==> src/lru_pkg.sv <==
package lru_pkg;

  // fixed field widths
  localparam int DATA_W = 32;
  localparam int OCC_W  = 5;
  localparam int CAP_W  = 5;

  // capacity register reset value
  localparam logic [CAP_W-1:0] CAP_RESET = CAP_W'(16);

  // widths of the channel words
  localparam int OUT_TDATA_W = 72;
  localparam int OUT_TUSER_W = 2;
  localparam int IN_TDATA_W  = 64;

  // summary of one lookup, passed from the match array to the top level
  typedef struct packed {
    logic              hit;
    logic [DATA_W-1:0] hit_value;
    logic [DATA_W-1:0] victim_key;
  } lookup_t;

endpackage

==> src/lru_match.sv <==
module lru_match #(
  parameter int ENTRIES = 16,
  parameter int AW      = $clog2(ENTRIES),
  parameter int FW      = $clog2(ENTRIES + 1)
) (
  input  logic [lru_pkg::DATA_W-1:0] key,
  input  logic [ENTRIES-1:0]         entry_valid,
  input  logic [lru_pkg::DATA_W-1:0] entry_key   [ENTRIES],
  input  logic [lru_pkg::DATA_W-1:0] entry_value [ENTRIES],
  input  logic [AW-1:0]              entry_age   [ENTRIES],
  input  logic [FW-1:0]              fill,
  output logic [ENTRIES-1:0]         match,
  output logic [ENTRIES-1:0]         victim,
  output logic [ENTRIES-1:0]         first_free,
  output logic [AW-1:0]              hit_age,
  output lru_pkg::lookup_t           lookup
);

  logic [FW-1:0]      oldest_age;
  logic [ENTRIES-1:0] free;

  // ranks of valid entries are exactly 0 .. fill-1, so the oldest has fill-1
  assign oldest_age = fill - FW'(1);
  assign free       = ~entry_valid;
  assign first_free = free & (~free + ENTRIES'(1));

  // parallel key compare and one-hot selects
  always_comb begin
    lookup = '0;
    hit_age = '0;
    for (int i = 0; i < ENTRIES; i++) begin
      match[i]  = entry_valid[i] && (entry_key[i] == key);
      victim[i] = entry_valid[i] && (entry_age[i] == oldest_age[AW-1:0]);
      if (match[i]) begin
        lookup.hit_value = lookup.hit_value | entry_value[i];
        hit_age          = hit_age | entry_age[i];
      end
      if (victim[i]) begin
        lookup.victim_key = lookup.victim_key | entry_key[i];
      end
    end
    lookup.hit = |match;
  end

endmodule

==> src/lru_cache_lookup_insert.sv <==
// Channel | Dir | Bits | Fields (low bit first)
// in_     | in  | 64   | tdata: key[31:0], value[63:32]
// out_    | out | 72+2 | tdata: data_out[31:0], evicted_key[63:32], occupancy[68:64];
//         |     |      | tuser: hit[0], evicted[1]
// cfg_    | in  | 5    | capacity, written when cfg_wr_en is high
//
// One word per cycle sustained while the output is not stalled; the result is
// registered after the input register. The rate is set by the parallel key compare
// and rank update over all entries between the input and result registers.
// Synchronous active-low reset empties the cache and sets capacity to 16.
// A stalled result holds in the output register; the input register keeps
// accepting while the result slot is free or being drained.
module lru_cache_lookup_insert #(
  parameter int ENTRIES = 16
) (
  input  logic                             clk,
  input  logic                             rst_n,
  // key[31:0], value[63:32]
  input  logic [lru_pkg::IN_TDATA_W-1:0]   in_tdata,
  input  logic                             in_tvalid,
  output logic                             in_tready,
  // data_out[31:0], evicted_key[63:32], occupancy[68:64], zero fill above
  output logic [lru_pkg::OUT_TDATA_W-1:0]  out_tdata,
  // hit[0], evicted[1]
  output logic [lru_pkg::OUT_TUSER_W-1:0]  out_tuser,
  output logic                             out_tvalid,
  input  logic                             out_tready,
  input  logic                             cfg_wr_en,
  input  logic [lru_pkg::CAP_W-1:0]        cfg_wr_data
);

  localparam int AW    = $clog2(ENTRIES);
  localparam int FW    = $clog2(ENTRIES + 1);
  localparam int CMP_W = (FW > lru_pkg::CAP_W) ? FW : lru_pkg::CAP_W;
  localparam int DW    = lru_pkg::DATA_W;

  // input register
  logic          in_valid_r;
  logic [DW-1:0] in_key_r;
  logic [DW-1:0] in_value_r;

  // cache state
  logic [ENTRIES-1:0] entry_valid_r, entry_valid_nxt;
  logic [DW-1:0]      entry_key_r   [ENTRIES];
  logic [DW-1:0]      entry_value_r [ENTRIES];
  logic [AW-1:0]      entry_age_r   [ENTRIES];
  logic [AW-1:0]      entry_age_nxt [ENTRIES];
  logic [FW-1:0]      fill_r, fill_nxt;
  logic [lru_pkg::CAP_W-1:0] cap_r;

  // result register
  logic                    out_valid_r;
  logic                    out_hit_r, out_hit_nxt;
  logic                    out_evicted_r, out_evicted_nxt;
  logic [DW-1:0]           out_data_r, out_data_nxt;
  logic [DW-1:0]           out_evkey_r, out_evkey_nxt;
  logic [lru_pkg::OCC_W-1:0] out_occ_r, out_occ_nxt;

  logic               advance;
  logic [ENTRIES-1:0] match, victim, first_free, slot;
  logic [AW-1:0]      hit_age;
  lru_pkg::lookup_t   lookup;
  logic               insert;
  logic [CMP_W-1:0]   fill_ext, cap_ext;

  assign advance   = in_valid_r && (!out_valid_r || out_tready);
  assign in_tready = !in_valid_r || advance;

  lru_match #(
    .ENTRIES (ENTRIES),
    .AW      (AW),
    .FW      (FW)
  ) u_match (
    .key         (in_key_r),
    .entry_valid (entry_valid_r),
    .entry_key   (entry_key_r),
    .entry_value (entry_value_r),
    .entry_age   (entry_age_r),
    .fill        (fill_r),
    .match       (match),
    .victim      (victim),
    .first_free  (first_free),
    .hit_age     (hit_age),
    .lookup      (lookup)
  );

  // room for a new entry: below both the capacity (zero reads as one) and the array size
  always_comb begin
    fill_ext = CMP_W'(fill_r);
    cap_ext  = (cap_r == '0) ? CMP_W'(1) : CMP_W'(cap_r);
    insert   = (fill_ext < cap_ext) && (fill_ext < CMP_W'(ENTRIES));
    slot     = insert ? first_free : victim;
  end

  // next ranks, valid bits, fill count and result word
  always_comb begin
    entry_valid_nxt = entry_valid_r;
    fill_nxt        = fill_r;
    for (int i = 0; i < ENTRIES; i++) begin
      entry_age_nxt[i] = entry_age_r[i];
    end
    if (lookup.hit) begin
      for (int i = 0; i < ENTRIES; i++) begin
        if (match[i]) begin
          entry_age_nxt[i] = '0;
        end else if (entry_valid_r[i] && (entry_age_r[i] < hit_age)) begin
          entry_age_nxt[i] = entry_age_r[i] + AW'(1);
        end
      end
    end else begin
      for (int i = 0; i < ENTRIES; i++) begin
        if (slot[i]) begin
          entry_age_nxt[i]   = '0;
          entry_valid_nxt[i] = 1'b1;
        end else if (entry_valid_r[i]) begin
          entry_age_nxt[i] = entry_age_r[i] + AW'(1);
        end
      end
      if (insert) begin
        fill_nxt = fill_r + FW'(1);
      end
    end
    out_hit_nxt     = lookup.hit;
    out_data_nxt    = lookup.hit ? lookup.hit_value : in_value_r;
    out_evicted_nxt = !lookup.hit && !insert;
    out_evkey_nxt   = out_evicted_nxt ? lookup.victim_key : '0;
    out_occ_nxt     = lru_pkg::OCC_W'(fill_nxt);
  end

  // control registers
  always_ff @(posedge clk) begin
    if (!rst_n) begin
      in_valid_r    <= 1'b0;
      out_valid_r   <= 1'b0;
      entry_valid_r <= '0;
      fill_r        <= '0;
      cap_r         <= lru_pkg::CAP_RESET;
      for (int i = 0; i < ENTRIES; i++) begin
        entry_age_r[i] <= '0;
      end
    end else begin
      if (in_tready) begin
        in_valid_r <= in_tvalid;
      end
      if (advance) begin
        out_valid_r <= 1'b1;
      end else if (out_tready) begin
        out_valid_r <= 1'b0;
      end
      if (advance) begin
        entry_valid_r <= entry_valid_nxt;
        fill_r        <= fill_nxt;
        for (int i = 0; i < ENTRIES; i++) begin
          entry_age_r[i] <= entry_age_nxt[i];
        end
      end
      if (cfg_wr_en) begin
        cap_r <= cfg_wr_data;
      end
    end
  end

  // payload registers
  always_ff @(posedge clk) begin
    if (in_tready && in_tvalid) begin
      in_key_r   <= in_tdata[DW-1:0];
      in_value_r <= in_tdata[2*DW-1:DW];
    end
    if (advance) begin
      out_hit_r     <= out_hit_nxt;
      out_data_r    <= out_data_nxt;
      out_evicted_r <= out_evicted_nxt;
      out_evkey_r   <= out_evkey_nxt;
      out_occ_r     <= out_occ_nxt;
      for (int i = 0; i < ENTRIES; i++) begin
        if (!lookup.hit && slot[i]) begin
          entry_key_r[i]   <= in_key_r;
          entry_value_r[i] <= in_value_r;
        end
      end
    end
  end

  assign out_tvalid = out_valid_r;
  assign out_tuser  = {out_evicted_r, out_hit_r};
  assign out_tdata  = {{(lru_pkg::OUT_TDATA_W - 2*DW - lru_pkg::OCC_W){1'b0}},
                       out_occ_r, out_evkey_r, out_data_r};

  // valid bits and fill count agree
  a_fill_count: assert property (@(posedge clk) disable iff (!rst_n)
    $countones(entry_valid_r) == 32'(fill_r))
    else $error("fill count differs from number of valid entries");

  // keys are unique among valid entries
  a_match_unique: assert property (@(posedge clk) disable iff (!rst_n)
    in_valid_r |-> $onehot0(match))
    else $error("key matched more than one entry");

  // a miss on a nonempty full cache always finds exactly one oldest entry
  a_victim_one: assert property (@(posedge clk) disable iff (!rst_n)
    (in_valid_r && !lookup.hit && !insert) |-> $onehot(victim))
    else $error("eviction without a single oldest entry");

  // eviction only on a miss
  a_evict_miss: assert property (@(posedge clk) disable iff (!rst_n)
    out_valid_r |-> !(out_hit_r && out_evicted_r))
    else $error("hit reported with eviction");

endmodule
==> config.mk <==
export PLATFORM = sky130hd
export DESIGN_NAME = lru_cache_lookup_insert
export DESIGN_NICKNAME = d
export VERILOG_FILES = /design/src/lru_pkg.sv /design/src/lru_match.sv /design/src/lru_cache_lookup_insert.sv
export SDC_FILE = /design/constraint.sdc
export NUM_CORES = 2
export LEC_CHECK = 0
export BUFFER_PORTS_ARGS = -buffer_cell sky130_fd_sc_hd__buf_2
export CAP_MARGIN = 20
export CORE_UTILIZATION = 40
export DETAILED_ROUTE_END_ITERATION = 6
export GPL_TIMING_DRIVEN = 0
export HOLD_SLACK_MARGIN = 0.12
export PLACE_DENSITY = 0.6
export SLEW_MARGIN = 20
export SYNTH_ARGS = -nofsm -noshare
export SYNTH_HDL_FRONTEND = slang
export SYNTH_HIERARCHICAL = 1
export SYNTH_SLANG_ARGS = --single-unit
==> constraint.sdc <==
create_clock -name clk -period 11.45 [get_ports clk]
set_input_delay 2.29 -clock clk [delete_from_list [all_inputs] [get_ports clk]]
set_output_delay 2.29 -clock clk [all_outputs]
set_load 0.01 [all_outputs]
* Word level (Yosys, flattened, before mapping)
Index checks and enable logic that the tools add are counted.
W data, S select, Z words.
** Storage, ports and cells
- Register bits :: 1251
- Output and inout port bits :: 76
- Input port bits :: 74
** Cells by class
- Add/subtract/negate cells :: 19
- Bitwise logic cells :: 49
- Multiplexer cells :: 120
- Magnitude comparators :: 18
- Equality and inequality tests :: 48
- Reduce and logical (&&, ||, !) cells :: 141
** Operator list (number)
- $mux W32 :: 33
- $or A32 B32 Y32 :: 30
- $eq A32 B32 Y1 :: 16
- $mux W4 :: 80
- $reduce_and A3 Y1 :: 32
- $logic_and A1 B1 Y1 :: 68
- $add A4 B1 Y4 const B :: 16
- $eq A4 B4 Y1 :: 16
- $lt A4 B4 Y1 :: 16
- $mux W64 :: 1
- $or A4 B4 Y4 :: 15
- $ne A3 B1 Y1 const B :: 16
- $reduce_bool A3 Y1 :: 16
- $not A16 Y16 :: 2
- $reduce_and A2 Y1 :: 16
- $add A16 B1 Y16 const B :: 1
- $and A16 B16 Y16 :: 1
- $mux W16 :: 1
- $reduce_or A16 Y1 :: 1
- $mux W5 :: 3
- $add A5 B1 Y5 const B :: 1
- $logic_not A5 Y1 :: 1
- $lt A5 B5 Y1 :: 1
- $lt A5 B5 Y1 const B :: 1
- other kinds (6) :: 11

* Longest topological paths before layout
- Word-level depth :: 38
- Gate-level depth with buffers :: 17
- Gate-level depth less buffers :: 13

* Hierarchy
Netlist, hierarchy kept.
** By module, submodules not included
- lru_cache_lookup_insert :: sequential area each 36645.1 um2, cells each 2091, instances 1, area each 42763.5 um2
- lru_match :: sequential area each 0.0 um2, cells each 3006, instances 1, area each 18995.7 um2

* Worst setup path after synthesis
No wires, ideal clock.
- Path type :: register to register
- From :: register in_key_r[22]
- To :: register entry_key_r[0] in the netlist's numbering (enable)
- Period minus slack after synthesis :: 7.145 ns
- Required time :: 10.941 ns
- Arrival time :: 6.636 ns
- Library setup time :: 0.509 ns
- Stages on the path, launching flop included :: 15
- Setup slack :: 4.305 ns
- Cells stage by stage :: edfxtp_1 -> buf_4 -> xor2_1 -> nor4_1 -> and3_4 -> buf_6 -> and3_4 -> or4b_1 -> or4_1 -> buf_2 -> clkinv_1 -> buf_2 -> nand3_1 -> buf_2 -> a21oi_1
** RTL lines
- start: declaration :: line lru_cache_lookup_insert.sv:39 : logic [DW-1:0] in_key_r;
- start signal: assignment :: line lru_cache_lookup_insert.sv:166 : in_key_r <= in_tdata[DW-1:0];
- end signal: indexed assignment :: line lru_cache_lookup_insert.sv:177 : entry_key_r[i] <= in_key_r;
- end: declaration :: line lru_cache_lookup_insert.sv:44 : logic [DW-1:0] entry_key_r [ENTRIES];

==> results.md <==
- critical path class: reg -> reg
- setup clock skew after layout: 0.04030 ns
- share of synthesized area occupied by flip-flops and latches: 59.34%
- top flip-flop cell by instance count after synthesis: edfxtp_1
- Die ar.: 156000 sq um
- area of the mapped netlist: 61760 sq um
- Crit path top cell by count: buf_16
- static leakage: 0.02514 uW
- routed length per placed instance: 35.66 um
- number of max-capacitance violations reported: 0
- buffer depth of the longest clock path: 3
- pin count of the biggest net entering global routing: 37
- Chip Height: 394.9 um
- clk slew on worst S/H paths: 0.06 ns
- class of the most critical hold timing path: reg -> reg
- crit path DAT: 8.60 ns
- half-perimeter wire length of the detailed placement result: 196600 um
- final critical path time including I/O delays and setup: 8.049 ns
- share of the clock period used by the worst path after layout: 70.29%
- violated checks: design-rule violations
- relative slew slack: 4.444%
- routability cong.: 1.078
- number of enable flip-flop cells after synthesis: 1159
- worst IR drop on VDD: 0.1167 mV
- remaining global-route overflow: 0
- post-synthesis share of cell area spent on and, or, nand and nor gates: 13.51%
- CP required: 12.00 ns
- crit end category: flop
- antenna violations before repair: 22
- number of sinks driven by the clock tree: 1251
- hold depth: 2
- R2R setup slack: 3.40 ns
- slew at the pin closest to its max-slew limit: 1.433 ns
- P&R area growth vs syn: 18.13%
- compound-cell area share of the yosys netlist: 10.77%
- number of distinct library cells after synthesis: 68
- cells along the critical path: buf_4, xnor2_1, nand3_1, nor3_1, and3_4, or4b_1, or4_1, buf_2, clkinv_1, buf_2, nand3_1, buf_2, a21oi_4, buf_16, buf_16, buf_16, buf_16
- adder and majority cell fraction of the synthesized area: 1.418%
- Hold Violations, Final: 0
- maximum level of the CTS H-tree: 4
- crit path buf inv count: 9
- Detailed Route Iter0 Violations: 7774
- Max Clock Freq: 0.1242 GHz
- Rows: 143
- Finished Layout Cells: 7680
- Routed Antenna Nets: 0
- starting utilization of the core area: 40.47%
- Worst path max stage delay: 1.03 ns
- final max-slew violation count: 0
- Port Buf Inserts: 144
- mean cell area of the mapped netlist: 12.12 sq um
- clock insertion delay at the later pin of the skew report: 0.83 ns
- final hold slack: 0.5462 ns
- hold buffer count at cts: 0
- outcome: finished, violations left
- synthesized flop and latch total: 1251
- routed wire length: 273900 um
- number of I/O pins: 150
- GR Util All Layers: 34.24%
- setup repair after global routing missed its margin: false
- share of the synthesized area in the top cell type: 56.35%
- share of layout cells above drive strength 1: 14.54%
- Hold Path End: cap_r[4]
- largest family of logic cells by synthesized area: simple AND/OR/NAND/NOR gates
- setup violators final: 0
- vias per cell: 6.525
- Setup crit start kind: flop
- horizontal die dimension: 394.9 um
- clock buffer count from CTS: 141
- top cells by area in the synthesized netlist: edfxtp_1, xnor2_1, nand4_1, dfxtp_1, inv_1
- yosys warns: 6
- worst r2r path cells: 17
- worst reg2reg path endpoint: entry_key_r[196]
- post-synthesis cell type with the largest combined area: edfxtp_1
- final net count: 5656
- worst-path cell with the longest stage delay: nor3_1
- postcts setup bufs: 0
- Crit Path Max Fanout: 17
- number of global-route vias before repair: 45730
- mux share of post-synthesis cell area: 0.6888%
- proportion of synthesized flip-flops having asynchronous set or reset: 0%
- Hold Crit Start: cap_r[4]
- Post-Synth XOR/XNOR Area: 8.572%
- global-route wire length before repair: 369100 um
- TritonCTS clock tree: built
- Placeable Area: 152600 sq um
- Cell Count Post-Placement: 7399
- post-synthesis cell count: 5097
- power density normalized to cell area: 142.9 nW/um^2
- root buf cell: clkbuf_16
- fin util: 47.80%
- CP delay by family, top: simple AND/OR/NAND/NOR gates
- # DRC: 1
- FF-to-FF Start: in_key_r[7]
- Pre-antenna DRT Iters: 7
- DR vias: 50110
- post-cts sizing count: 0
==> state kept, by name, indices dropped and copies added, names as in the netlist, 5 cells and up <==
signal         cells
out_data_r        32
out_occ_r          5
in_value_r        32
out_evkey_r       32
entry_value_r    512
in_key_r          32
cap_r              5
fill_ext           5
entry_key_r      512
entry_valid_r     16
entry_age_r       64
==> synthesized netlist by cell type (all sizes together), types with 33 or more instances <==
cell / n
edfxtp: 1159
nand4: 568
o21ai: 36
nand2: 118
o21a: 33
a221oi: 129
clkbuf: 181
and3: 38
nand3: 173
o211ai: 50
ha: 70
xnor2: 480
a31oi: 48
a22o: 128
o2111ai: 176
dfxtp: 92
mux2: 33
buf: 182
or4: 38
xor2: 85
and2: 36
nor2: 447
inv: 452
a21oi: 34
==> final cells by class <==
type | instances | area [sq um]
tap | 2030 | 2540
sequential | 1251 | 36650
inverter | 453 | 1700
timing repair buffer | 270 | 3493
clock buffer | 169 | 3633
multi-input combinational | 3032 | 22050
clock inverter | 87 | 973.4
fill | 13530 | 79660
antenna | 25 | 62.56
buffer | 363 | 1857
==> layer usage <==
metal	GRT usage [%]	up-vias	wire length, um
met2	48.02	4188	112300
li1	-	20280	-
met4	22.87	22	22170
met5	0.4002	-	502
met1	43.55	24530	99520
met3	13.23	1095	39390
==> tightest hold or removal path: stages, from the launching register on <==
cell,delay [ns]
dfxtp_1,0.32
inv_1,0.08
o211ai_1,0.09
==> how the worst max path moves through the flow <==
stage / end / cells after the start / slack (ns) / from
after floorplan: entry_key_r[0] / 14 / 4.30 / in_key_r[22]
after global placement: entry_value_r[420] / 12 / -3.49 / fill_ext[0]
after detailed placement: entry_key_r[213] / 18 / 3.88 / in_key_r[17]
after CTS: entry_key_r[213] / 18 / 3.88 / in_key_r[17]
after global routing: entry_key_r[210] / 19 / 3.62 / in_key_r[30]
final: entry_key_r[196] / 17 / 3.40 / in_key_r[7]
==> cell families (layout without fill, tap and decap cells) <==
family,count (synthesis),after routing
buf+inv,816,1342
mux,38,38
flops,1251,1251
other cells,1,28
fa+ha+maj,70,70
compound gates,788,788
xor+xnor,580,580
simple gates,1553,1553
==> placed cells by master (no fill, tap or decap), drive strengths merged, types with 17 or more instances in the layout <==
| cell | count |
|---|---|
| a211oi | 17 |
| a21oi | 34 |
| a221oi | 129 |
| a22o | 128 |
| a22oi | 17 |
| a31oi | 48 |
| and2 | 36 |
| and3 | 38 |
| buf | 452 |
| bufinv | 17 |
| clkbuf | 350 |
| clkinv | 60 |
| dfxtp | 92 |
| diode | 25 |
| edfxtp | 1159 |
| ha | 70 |
| inv | 460 |
| mux2 | 33 |
| nand2 | 118 |
| nand2b | 20 |
| nand3 | 173 |
| nand4 | 568 |
| nor2 | 447 |
| nor2b | 18 |
| nor3 | 26 |
| nor3b | 18 |
| nor4 | 30 |
| o2111ai | 176 |
| o211ai | 50 |
| o21a | 33 |
| o21ai | 36 |
| o221ai | 17 |
| or4 | 38 |
| xnor2 | 480 |
| xor2 | 85 |
==> stage by stage <==
| stage | cell area [sq um] | setup slack (ns) | TNS [ns] | total power [uW] |
|---|---|---|---|---|
| 6_report | 72960 | 3.401 | 0 | 10430 |
| 3_3_place_gp | 65030 | -3.489 | -2601.32 | 5846 |
| 3_5_place_dp | 68280 | 3.878 | 0 | 5873 |
| 2_1_floorplan | 61770 | 4.305 | 0 | 5560 |
| 5_1_grt | 72900 | 3.620 | 0 | 10660 |
| 4_1_cts | 72880 | 3.878 | 0 | 10440 |
==> report_power, final <==
group	switching [uW]	leakage, uW	internal, uW
Sequential	101	0.0113	5050
Combinational	445	0.0116	215
Clock	1950	0.00225	2660
Power figures use the tool's default switching activity.
